### config.mk
export PLATFORM = sky130hd
export DESIGN_NAME = fixed_partition_fit_allocator
export DESIGN_NICKNAME = d
export VERILOG_FILES = /design/src/rtl/fpfa_pkg.sv /design/src/rtl/fixed_partition_fit_allocator.sv
export SDC_FILE = /design/constraint.sdc
export NUM_CORES = 1
export LEC_CHECK = 0
export ABC_AREA = 1
export CORE_MARGIN = 2
export CORE_UTILIZATION = 40
export DETAILED_ROUTE_END_ITERATION = 16
export DONT_BUFFER_PORTS = 1
export PLACE_DENSITY = 0.61
export SETUP_SLACK_MARGIN = 0.1
export SLEW_MARGIN = 40
export SYNTH_ARGS = -nofsm -noshare
export SYNTH_HDL_FRONTEND = slang
export SYNTH_SLANG_ARGS = --single-unit
export TNS_END_PERCENT = 5
### constraint.sdc
create_clock -name clk -period 3.5 [get_ports clk]
set_input_delay 0.7 -clock clk [delete_from_list [all_inputs] [get_ports clk]]
set_output_delay 0.7 -clock clk [all_outputs]
set_load 0.05 [all_outputs]
### src/rtl/fpfa_pkg.sv
// fpfa_pkg: shared types and constants for the fixed partition fit allocator
// no dependencies; imported by the allocator top level and its checker
package fpfa_pkg;

  localparam int NUM_PARTITIONS_DEF = 16;
  localparam int SIZE_WIDTH_DEF     = 16;

  // configuration register
  localparam int          CFG_W          = 5;
  localparam int          APB_ADDR_W     = 3;
  localparam logic [CFG_W-1:0] CFG_NUM_PART_RST = 5'd16;
  localparam logic        REG_NUM_PART   = 1'b0;

  typedef enum logic {
    OP_LOAD  = 1'b0,
    OP_ALLOC = 1'b1
  } op_t;

  typedef enum logic [1:0] {
    POL_FIRST = 2'd0,
    POL_WORST = 2'd1,
    POL_BEST  = 2'd2
  } policy_t;

  typedef enum logic [1:0] {
    ST_LOADED    = 2'd0,
    ST_ALLOCATED = 2'd1,
    ST_NOFIT     = 2'd2
  } status_t;

  typedef struct packed {
    logic        operation;
    logic [3:0]  partition_index;
    logic [15:0] partition_size;
    logic [15:0] request_size;
    logic [1:0]  fit_policy;
  } fpfa_in_t;

  typedef struct packed {
    logic [1:0] status;
    logic [3:0] chosen_index;
  } fpfa_out_t;

  typedef enum logic [2:0] {
    S_IDLE = 3'b001,
    S_SCAN = 3'b010,
    S_DONE = 3'b100
  } fsm_t;

endpackage

### src/rtl/fixed_partition_fit_allocator.sv
// fixed partition fit allocator: load requests and first/worst/best fit search
// one compare unit walks the partition table, one entry per cycle
// depends on fpfa_pkg
// a load request writes the table and registers its result, which then moves to the
// output register; an allocate request scans min(num_partitions, NUM_PARTITIONS)
// entries through the registered size memory read port, comparing each one entry behind
// the read; the next request can be taken as soon as the result reaches the output
// one request in flight at a time; a finished result may wait while the next is taken
// reset (rst_n, synchronous): clears table valid bits, taken flags, output and
// sets num_partitions to 16
module fixed_partition_fit_allocator
  import fpfa_pkg::*;
#(
  parameter int NUM_PARTITIONS = NUM_PARTITIONS_DEF,
  parameter int SIZE_WIDTH     = SIZE_WIDTH_DEF
) (
  input  logic                  clk,
  input  logic                  rst_n,
  input  logic                  in_valid,
  output logic                  in_ready,
  input  fpfa_in_t              in_data,
  output logic                  out_valid,
  input  logic                  out_ready,
  output fpfa_out_t             out_data,
  input  logic                  psel,
  input  logic                  penable,
  input  logic                  pwrite,
  input  logic [APB_ADDR_W-1:0] paddr,
  input  logic [31:0]           pwdata,
  output logic [31:0]           prdata,
  output logic                  pready
);

  localparam int IDX_W = (NUM_PARTITIONS > 1) ? $clog2(NUM_PARTITIONS) : 1;
  localparam int LIM_W = $clog2(NUM_PARTITIONS + 1);
  localparam int CNT_W = (LIM_W > CFG_W) ? LIM_W : CFG_W;

  fsm_t                  state_r, state_nxt;
  logic [CFG_W-1:0]      cfg_num_r;
  logic [NUM_PARTITIONS-1:0] loaded_r;
  logic [NUM_PARTITIONS-1:0] taken_r;
  logic [SIZE_WIDTH-1:0] mem [NUM_PARTITIONS];
  logic [SIZE_WIDTH-1:0] rd_data_r;
  logic                  rd_ld_r, rd_tk_r;
  logic                  pend_r, pend_nxt;
  logic [IDX_W-1:0]      pend_idx_r, pend_idx_nxt;
  logic [CNT_W-1:0]      cnt_r, cnt_nxt;
  logic [SIZE_WIDTH-1:0] req_r, req_nxt;
  logic [1:0]            policy_r, policy_nxt;
  logic                  found_r, found_nxt;
  logic [IDX_W-1:0]      pick_r, pick_nxt;
  logic [SIZE_WIDTH-1:0] best_r, best_nxt;
  fpfa_out_t             res_r, res_nxt;
  logic                  out_valid_r, out_valid_nxt;
  fpfa_out_t             out_data_r, out_data_nxt;

  logic                  accept;
  logic                  load_we;
  logic                  set_taken;
  logic                  rd_en;
  logic [IDX_W-1:0]      ld_idx;
  logic [IDX_W-1:0]      rd_idx;
  logic [CNT_W-1:0]      limit_w;
  logic [SIZE_WIDTH-1:0] cur_size;
  logic                  eligible;
  logic                  better;

  assign accept   = in_valid && in_ready;
  assign in_ready = (state_r == S_IDLE);
  assign ld_idx   = IDX_W'(in_data.partition_index);
  assign rd_idx   = cnt_r[IDX_W-1:0];
  assign limit_w  = (CNT_W'(cfg_num_r) > CNT_W'(NUM_PARTITIONS)) ?
                    CNT_W'(NUM_PARTITIONS) : CNT_W'(cfg_num_r);

  // entries never loaded read as size zero
  assign cur_size = rd_ld_r ? rd_data_r : '0;
  assign eligible = !rd_tk_r && (cur_size >= req_r);

  always_comb begin
    case (policy_r)
      POL_FIRST: better = !found_r;
      POL_WORST: better = (cur_size > best_r);
      POL_BEST:  better = !found_r || (cur_size < best_r);
      default:   better = 1'b0;
    endcase
  end

  always_comb begin
    state_nxt     = state_r;
    pend_nxt      = 1'b0;
    pend_idx_nxt  = pend_idx_r;
    cnt_nxt       = cnt_r;
    req_nxt       = req_r;
    policy_nxt    = policy_r;
    found_nxt     = found_r;
    pick_nxt      = pick_r;
    best_nxt      = best_r;
    res_nxt       = res_r;
    out_valid_nxt = out_valid_r && !out_ready;
    out_data_nxt  = out_data_r;
    load_we       = 1'b0;
    set_taken     = 1'b0;
    rd_en         = 1'b0;

    unique case (state_r)
      S_IDLE: begin
        if (accept) begin
          if (in_data.operation == OP_LOAD) begin
            load_we   = (32'(in_data.partition_index) < NUM_PARTITIONS);
            res_nxt   = '{status: ST_LOADED, chosen_index: in_data.partition_index};
            state_nxt = S_DONE;
          end else if (in_data.fit_policy != POL_FIRST && in_data.fit_policy != POL_WORST &&
                       in_data.fit_policy != POL_BEST) begin
            res_nxt   = '{status: ST_NOFIT, chosen_index: 4'd0};
            state_nxt = S_DONE;
          end else begin
            cnt_nxt    = '0;
            found_nxt  = 1'b0;
            best_nxt   = '0;
            pick_nxt   = '0;
            req_nxt    = SIZE_WIDTH'(in_data.request_size);
            policy_nxt = in_data.fit_policy;
            state_nxt  = S_SCAN;
          end
        end
      end
      S_SCAN: begin
        // read stage
        if (cnt_r < limit_w) begin
          rd_en        = 1'b1;
          pend_nxt     = 1'b1;
          pend_idx_nxt = rd_idx;
          cnt_nxt      = cnt_r + 1'b1;
        end
        // compare stage, one entry behind the read
        if (pend_r && eligible && better) begin
          found_nxt = 1'b1;
          pick_nxt  = pend_idx_r;
          best_nxt  = cur_size;
        end
        if (!pend_r && cnt_r >= limit_w) begin
          set_taken = found_r;
          res_nxt   = found_r ? fpfa_out_t'{status: ST_ALLOCATED, chosen_index: 4'(pick_r)}
                              : fpfa_out_t'{status: ST_NOFIT, chosen_index: 4'd0};
          state_nxt = S_DONE;
        end
      end
      S_DONE: begin
        if (!out_valid_r || out_ready) begin
          out_valid_nxt = 1'b1;
          out_data_nxt  = res_r;
          state_nxt     = S_IDLE;
        end
      end
      default: state_nxt = S_IDLE;
    endcase
  end

  always_ff @(posedge clk) begin
    if (!rst_n) begin
      state_r     <= S_IDLE;
      pend_r      <= 1'b0;
      out_valid_r <= 1'b0;
      loaded_r    <= '0;
      taken_r     <= '0;
      cfg_num_r   <= CFG_NUM_PART_RST;
    end else begin
      state_r     <= state_nxt;
      pend_r      <= pend_nxt;
      out_valid_r <= out_valid_nxt;
      if (load_we) begin
        loaded_r[ld_idx] <= 1'b1;
        taken_r[ld_idx]  <= 1'b0;
      end
      if (set_taken) begin
        taken_r[pick_r] <= 1'b1;
      end
      if (psel && penable && pwrite && pready && paddr[2] == REG_NUM_PART) begin
        cfg_num_r <= pwdata[CFG_W-1:0];
      end
    end
  end

  always_ff @(posedge clk) begin
    pend_idx_r <= pend_idx_nxt;
    cnt_r      <= cnt_nxt;
    req_r      <= req_nxt;
    policy_r   <= policy_nxt;
    found_r    <= found_nxt;
    pick_r     <= pick_nxt;
    best_r     <= best_nxt;
    res_r      <= res_nxt;
    out_data_r <= out_data_nxt;
  end

  // size table memory, one write and one registered read port
  always_ff @(posedge clk) begin
    if (load_we) begin
      mem[ld_idx] <= SIZE_WIDTH'(in_data.partition_size);
    end
    if (rd_en) begin
      rd_data_r <= mem[rd_idx];
      rd_ld_r   <= loaded_r[rd_idx];
      rd_tk_r   <= taken_r[rd_idx];
    end
  end

  assign out_valid = out_valid_r;
  assign out_data  = out_data_r;
  assign pready    = 1'b1;
  assign prdata    = (paddr[2] == REG_NUM_PART) ? 32'(cfg_num_r) : 32'd0;

endmodule

=== Word-level counts from Yosys, hierarchy flattened ===
Memory sizes are Yosys's and may differ from the RTL's. A register that Yosys moved wholly into a read port is not among the register bits.
Cells that the tools add are included.

* Register bits after elaboration: 104
* Logic and storage cells: 141
* Memory bits (writable): 256
* Memories: 1
* Output and inout bits: 41
* Bits of input ports: 81

* Add/subtract/negate cells: 1
* $lt $le $gt $ge: 11
* Equality and inequality tests: 15
* Reductions and logical operators: 30
* Multiplexer cells: 58
* Bitwise operators: 6

{| class="wikitable"
|+ Memories
! memory !! words !! bits a word !! rd ports !! clocked after Yosys merged registers in !! wr ports !! line !! text
|-
| mem || 16 || 16 || 1 || 1 || 1 || fixed_partition_fit_allocator.sv:42 || <nowiki>logic [SIZE_WIDTH-1:0] mem [NUM_PARTITIONS];</nowiki>
|}

{| class="wikitable"
|+ Operators with widths
! operator !! count
|-
| two-way mux 16 bit || 8
|-
| OR 16 bit || 2
|-
| case mux 16 bit (2 select lines) || 1
|-
| two-way mux 5 bit || 6
|-
| two-way mux 6 bit || 5
|-
| two-way mux 1 bit || 19
|-
| AND 16 bit || 1
|-
| >= comparator 16 bit || 1
|-
| > comparator 16 bit || 1
|-
| less-than comparator 16 bit || 1
|-
| two-way mux 4 bit || 4
|-
| inverter 16 bit || 1
|-
| less-than comparator 4 x 5 -> 1 bit, second input constant || 3
|-
| two-way mux 3 bit || 5
|-
| logical AND 1 bit || 13
|-
| != test 2 bit, second input constant || 6
|-
| case mux 6 bit (2 select lines) || 1
|-
| case mux 5 bit (2 select lines) || 1
|-
| AND reduction 5 bit || 2
|-
| case mux 3 bit (3 select lines) || 1
|-
| binary-select mux 1 bit (select 4 bit) || 2
|-
| demux 1 bit (select 4 bit) || 2
|-
| >= comparator 4 x 1 -> 1 bit, second input constant || 2
|-
| case mux 4 bit (2 select lines) || 1
|-
| 21 further kinds || 32
|}

=== Longest topological paths before layout ===
* Depth in word-level cells: 10
* Depth in mapped cells: 17
* Depth with buffers taken out: 16

=== Worst setup path before layout ===
OpenSTA, ideal clock, no wires.

* Path kind: register -> register
* Start: register state_r[0]
* End: register best_r[0] (enable)
* Buffers on the path: 0
* Cell stages (with the launch flop): 7
* Setup time: 0.378 ns
* Arrival time: 2.615 ns
* Required time: 3.122 ns
* Period minus slack after synthesis: 2.992 ns
* Path slack: 0.508 ns
* Cells stage by stage: dfxtp_1 > inv_2 > nor3_4 > nand3_1 > nor2_1 > inv_1 > nand2_1

* Cells in the longest elaborated chain, start to end: 4
* Elaborated cells between the ends (all ways): 9
* Those cells by class: eq/ne (6); reduce/logical (3)

{| class="wikitable"
|+ Ends and longest elaborated chain
! what !! line !! text
|-
| start, declared || fixed_partition_fit_allocator.sv:38 || <nowiki>fsm_t state_r, state_nxt;</nowiki>
|-
| start signal, assigned || fixed_partition_fit_allocator.sv:168 || <nowiki>state_r <= state_nxt;</nowiki>
|-
| equality test 3 x 1 -> 1 bit (*) || fixed_partition_fit_allocator.sv:69 || <nowiki>assign in_ready = (state_r == S_IDLE);</nowiki>
|-
| named net in_ready || fixed_partition_fit_allocator.sv:20 || <nowiki>output logic in_ready,</nowiki>
|-
| logical AND 1 bit || fixed_partition_fit_allocator.sv:68 || <nowiki>assign accept = in_valid && in_ready;</nowiki>
|-
| != test 2 x 1 -> 1 bit (no source line) || - ||
|-
| AND reduction 5 bit (no source line) (*) || - ||
|-
| end signal, assigned || fixed_partition_fit_allocator.sv:191 || <nowiki>best_r <= best_nxt;</nowiki>
|-
| end, declared || fixed_partition_fit_allocator.sv:52 || <nowiki>logic [SIZE_WIDTH-1:0] best_r, best_nxt;</nowiki>
|}

Mark *: on every way through the listed nets, which the timed path passes. The rest lies on a longest branch.
A chain may end at the register's enable or synchronous reset.

=== Worst setup path after layout ===
* Start: register rd_ld_r
* End: register best_r[3] (enable)

* Cells in the longest elaborated chain, start to end: 7
* Elaborated cells between the ends (all ways): 11
* Those cells by class: order compare (3); eq/ne (1); mux (2); reduce/logical (5)

{| class="wikitable"
|+ Ends and longest elaborated chain
! what !! line !! text
|-
| start, declared || fixed_partition_fit_allocator.sv:44 || <nowiki>logic rd_ld_r, rd_tk_r;</nowiki>
|-
| start signal, assigned || fixed_partition_fit_allocator.sv:203 || <nowiki>rd_ld_r <= loaded_r[rd_idx];</nowiki>
|-
| two-way mux 16 bit (*) || fixed_partition_fit_allocator.sv:76 || <nowiki>assign cur_size = rd_ld_r ? rd_data_r : '0;</nowiki>
|-
| named net cur_size[11] || fixed_partition_fit_allocator.sv:64 || <nowiki>logic [SIZE_WIDTH-1:0] cur_size;</nowiki>
|-
| less-than comparator 16 bit / >= comparator 16 bit (equally long branches) || fixed_partition_fit_allocator.sv:83, fixed_partition_fit_allocator.sv:77 ||
|-
| logical OR 1 bit / logical AND 1 bit (equally long branches) || fixed_partition_fit_allocator.sv:83, fixed_partition_fit_allocator.sv:77 ||
|-
| case mux 1 bit (3 select lines) / logical AND 1 bit (equally long branches) || fixed_partition_fit_allocator.sv:80, fixed_partition_fit_allocator.sv:136 ||
|-
| logical AND 1 bit (*) || fixed_partition_fit_allocator.sv:136 || <nowiki>if (pend_r && eligible && better) begin</nowiki>
|-
| != test 2 bit (no source line) (*) || - ||
|-
| AND reduction 5 bit (no source line) (*) || - ||
|}

Marks and branches as above.

==> metrics.md <==
| Metric | Value |
|---|---|
| GP Congestion | 0.8068 |
| RSZ-0062 raised after global routing | no |
| CP Capture Type | register |
| Worst Hold Class | input pin to register |
| Multi-input gate area | 4093 sq um |
| Post-CTS setup buffers | 0 |
| Post-CTS sizing | 0 |
| Rows | 72 |
| Status | finished, final reports clean |
| Least-Margin Pin Slew | 0.8752 ns |
| Root buf cell | clkbuf_16 |
| WP data required | between 3 and 4 ns |
| Synth Instances | 1362 |
| TritonCTS Buffers | 41 |
| WS Path Type | register to register |
| Switching power | 0.002282 W |
| Via count | 10080 |
| WL/cell | 19.06 um |
| Yosys reg bits | 376 |
| Ports | 122 |
| Synthesized cell area | 15770 sq um |
| Final non-filler cell total | 1922 |
| DRT Pass-1 Iters | 5 |
| Via density | approximately 5.2 |
| Final hold violation count | 0 |
| Total global routing track utilization | between 10% and 20% |
| P_leak | between 6 and 7 nW |
| Sum Neg Setup Slack | 0 ns |
| Max Transition Viols Final | 0 |
| Vias in the first global route | 9621 |
| Seq pwr share | 51.3% |
| Fillers | between 3000 and 4000 |
| Clock sinks | 376 |
| Synthesis warning total | 0 |
| Fin crit share | roughly four fifths |
| Max Clk Rate | 0.3547 GHz |
| Remaining DRCs | 0 |
| Total Power | 0.009825 W |
| Largest net degree at the start of global routing | 150 |
| Worst skew pair latency | 0.56 ns |
| Core ar. | about 39000 sq um |
| Die Width | slightly above 200 um |
| HPWL after DPL | 21.17 mm |
| Data arrival, critical path | between 3 and 4 ns |
| DRT Wirelength | 36.64 mm |
| P per Cell Area | approximately 560 nW/um^2 |
| Minimum clock period | 2.820 ns |
| Switching share of power | between 20% and 30% |
| Bufs on Longest Clock Path | 3 |
| Initial DRC count | ~1000 |
| Part of the power in the clock network | 42.2% |
| Final hold slack | about 0.23 ns |
| Final net count | 1486 |
| P_int | about 0.0075 W |
| CP startpoint kind | register |
| Share of cells above drive strength 1 | 8.482% |
| Most frequent cells in the layout | edfxtp_1 (334), nor2_1 (225), o21ai_0 (163) |
| ANT nets after route | 0 |
| Hold-fix buffer count after cts | 0 |
| Slew HR | 41.44% |
| Max Cap Viol | 0 |
| Worst-path clk slew | 0.06 ns |
| First-pass GRT wire length | 55.76 mm |
| Flip-flop and latch area | 10870 sq um |
| Layout Utilization | a little under half |
| Post-synth cell types | 38 |
| Starting Density | approximately two fifths |
| CTS tree | yes |
| VDD IR max | 324.1 uV |
| Post-synth ARST share | 0% |
| Combinational share of power | 6.5% |
| Total global routing overflow | 0 |
| H-tree depth reported by CTS | 2 |
| Initial antenna violation count | 2 |
| Crit path max fanout | 21 |
| # port buffers | 0 |
| Placed Cells | 1845 |
| Setup violations, final | 0 |
| Synth-to-Final Area Change | 11.71% |
| Final Skew | 0.01824 ns |
| Syn_area_per_cell | 11.58 sq um |
| Sequential share of the synthesized area | 68.94% |
| Post-synth EDFFs | 334 |
| Commonest non-fill, non-tap cell in the layout | edfxtp_1 |
| DIE HEIGHT | 202.6 um |
| Post-synth top flop | edfxtp_1 |
| Die area | 41030 sq um |
-- registers in the layout, indices dropped and copies added (netlist names), 2 cells and up --
name        cells
cnt_r           5
out_data        6
pick_r          4
taken_r        16
mem           256
policy_r        2
req_r          16
loaded_r       16
pend_idx_r      4
state_r         3
res_r           6
best_r         16
rd_data_r      16
cfg_num_r       5
-- Yosys cell counts (2+ instances only) --
master / n / share of area [%]
nand2_1: 121 / 2.9
o21a_1: 3 / 0.14
inv_1: 112 / 2.7
buf_1: 5 / 0.12
nand3_1: 58 / 1.8
nor3_4: 3 / 0.31
nor2_1: 231 / 5.5
buf_4: 28 / 1.3
buf_2: 11 / 0.35
nor2_4: 2 / 0.14
clkinv_1: 2 / 0.048
o22ai_1: 46 / 1.8
o211ai_1: 9 / 0.43
o221ai_1: 28 / 1.6
inv_2: 7 / 0.17
edfxtp_1: 334 / 64
nor3_1: 4 / 0.13
nand4_1: 3 / 0.12
ha_1: 35 / 2.8
dfxtp_1: 42 / 5.3
conb_1: 2 / 0.048
nor2_2: 9 / 0.36
clkbuf_1: 45 / 1.1
o21ai_0: 163 / 5.2
a21oi_1: 46 / 1.5
-- final cells by class --
cell class / count / area share, %
clock inverter: 16 / 0.8168
inverter: 121 / 2.593
timing repair buffer: 29 / 1.378
multi-input combinational: 801 / 23.23
sequential: 376 / 61.71
tap: 518 / 3.679
antenna: 1 / 0.01421
clock buffer: 60 / 6.577
-- power groups by stage --
| stage | sequential, W | combinational, W | clock, W |
|---|---|---|---|
| floorplan | 0.00512 | 0.000487 | 0 |
| global placement | 0.00513 | 0.000624 | 0 |
| detailed placement | 0.00513 | 0.000636 | 0 |
| CTS | 0.00504 | 0.000638 | 0.00423 |
| global route | 0.00504 | 0.000705 | 0.00439 |
| finish | 0.00504 | 0.000638 | 0.00415 |
-- metrics by stage --
stage	setup slack, ns	cell area, sq um
3_5_place_dp	0.6942	16300
6_report	0.6803	17620
4_1_cts	0.6837	17600
5_1_grt	0.5170	17610
3_3_place_gp	0.6977	16300
2_1_floorplan	0.5077	15870
-- path summary, 6_finish.rpt --
kind,slack [ns],cells after the start,to,from
worst max register to register,0.68,14,best_r[3],rd_ld_r
worst max-delay path,0.68,14,best_r[3],rd_ld_r
worst min register to register,0.42,0,out_data[2],res_r[2]
worst min-delay path,0.23,0,mem[15][6],in_data[24]
-- layer usage --
layer / global-route usage, % / part of all wire (%)
met5: 0 / 0
met2: 29.16 / 47
met3: 3.772 / 6.7
met1: 23.59 / 43
met4: 6.778 / 3.0
-- critical path, cell delays in order (launching register included) --
cell	delay, ns
edfxtp_1	0.65
nand2_1	0.18
inv_1	0.08
ha_1	0.29
nand2_1	0.05
inv_1	0.08
nand3_1	0.07
or2_2	0.29
nor3_1	0.26
nor2_1	0.07
a21oi_1	0.14
nand2_1	0.06
nand2_1	0.05
nand2_1	0.05
buf_4	0.23
-- logic make-up after synthesis --
family                     synth area share [%]
AOI/OAI and AO/OA                         10.92
xor gates and xnor gates                0.05555
adders and majority gates                 2.777
buffers and inverters                     5.824
DFF                                       68.94
other                                   0.04763
and+or+nand+nor                           11.44
(Power assumes the default switching activity.)
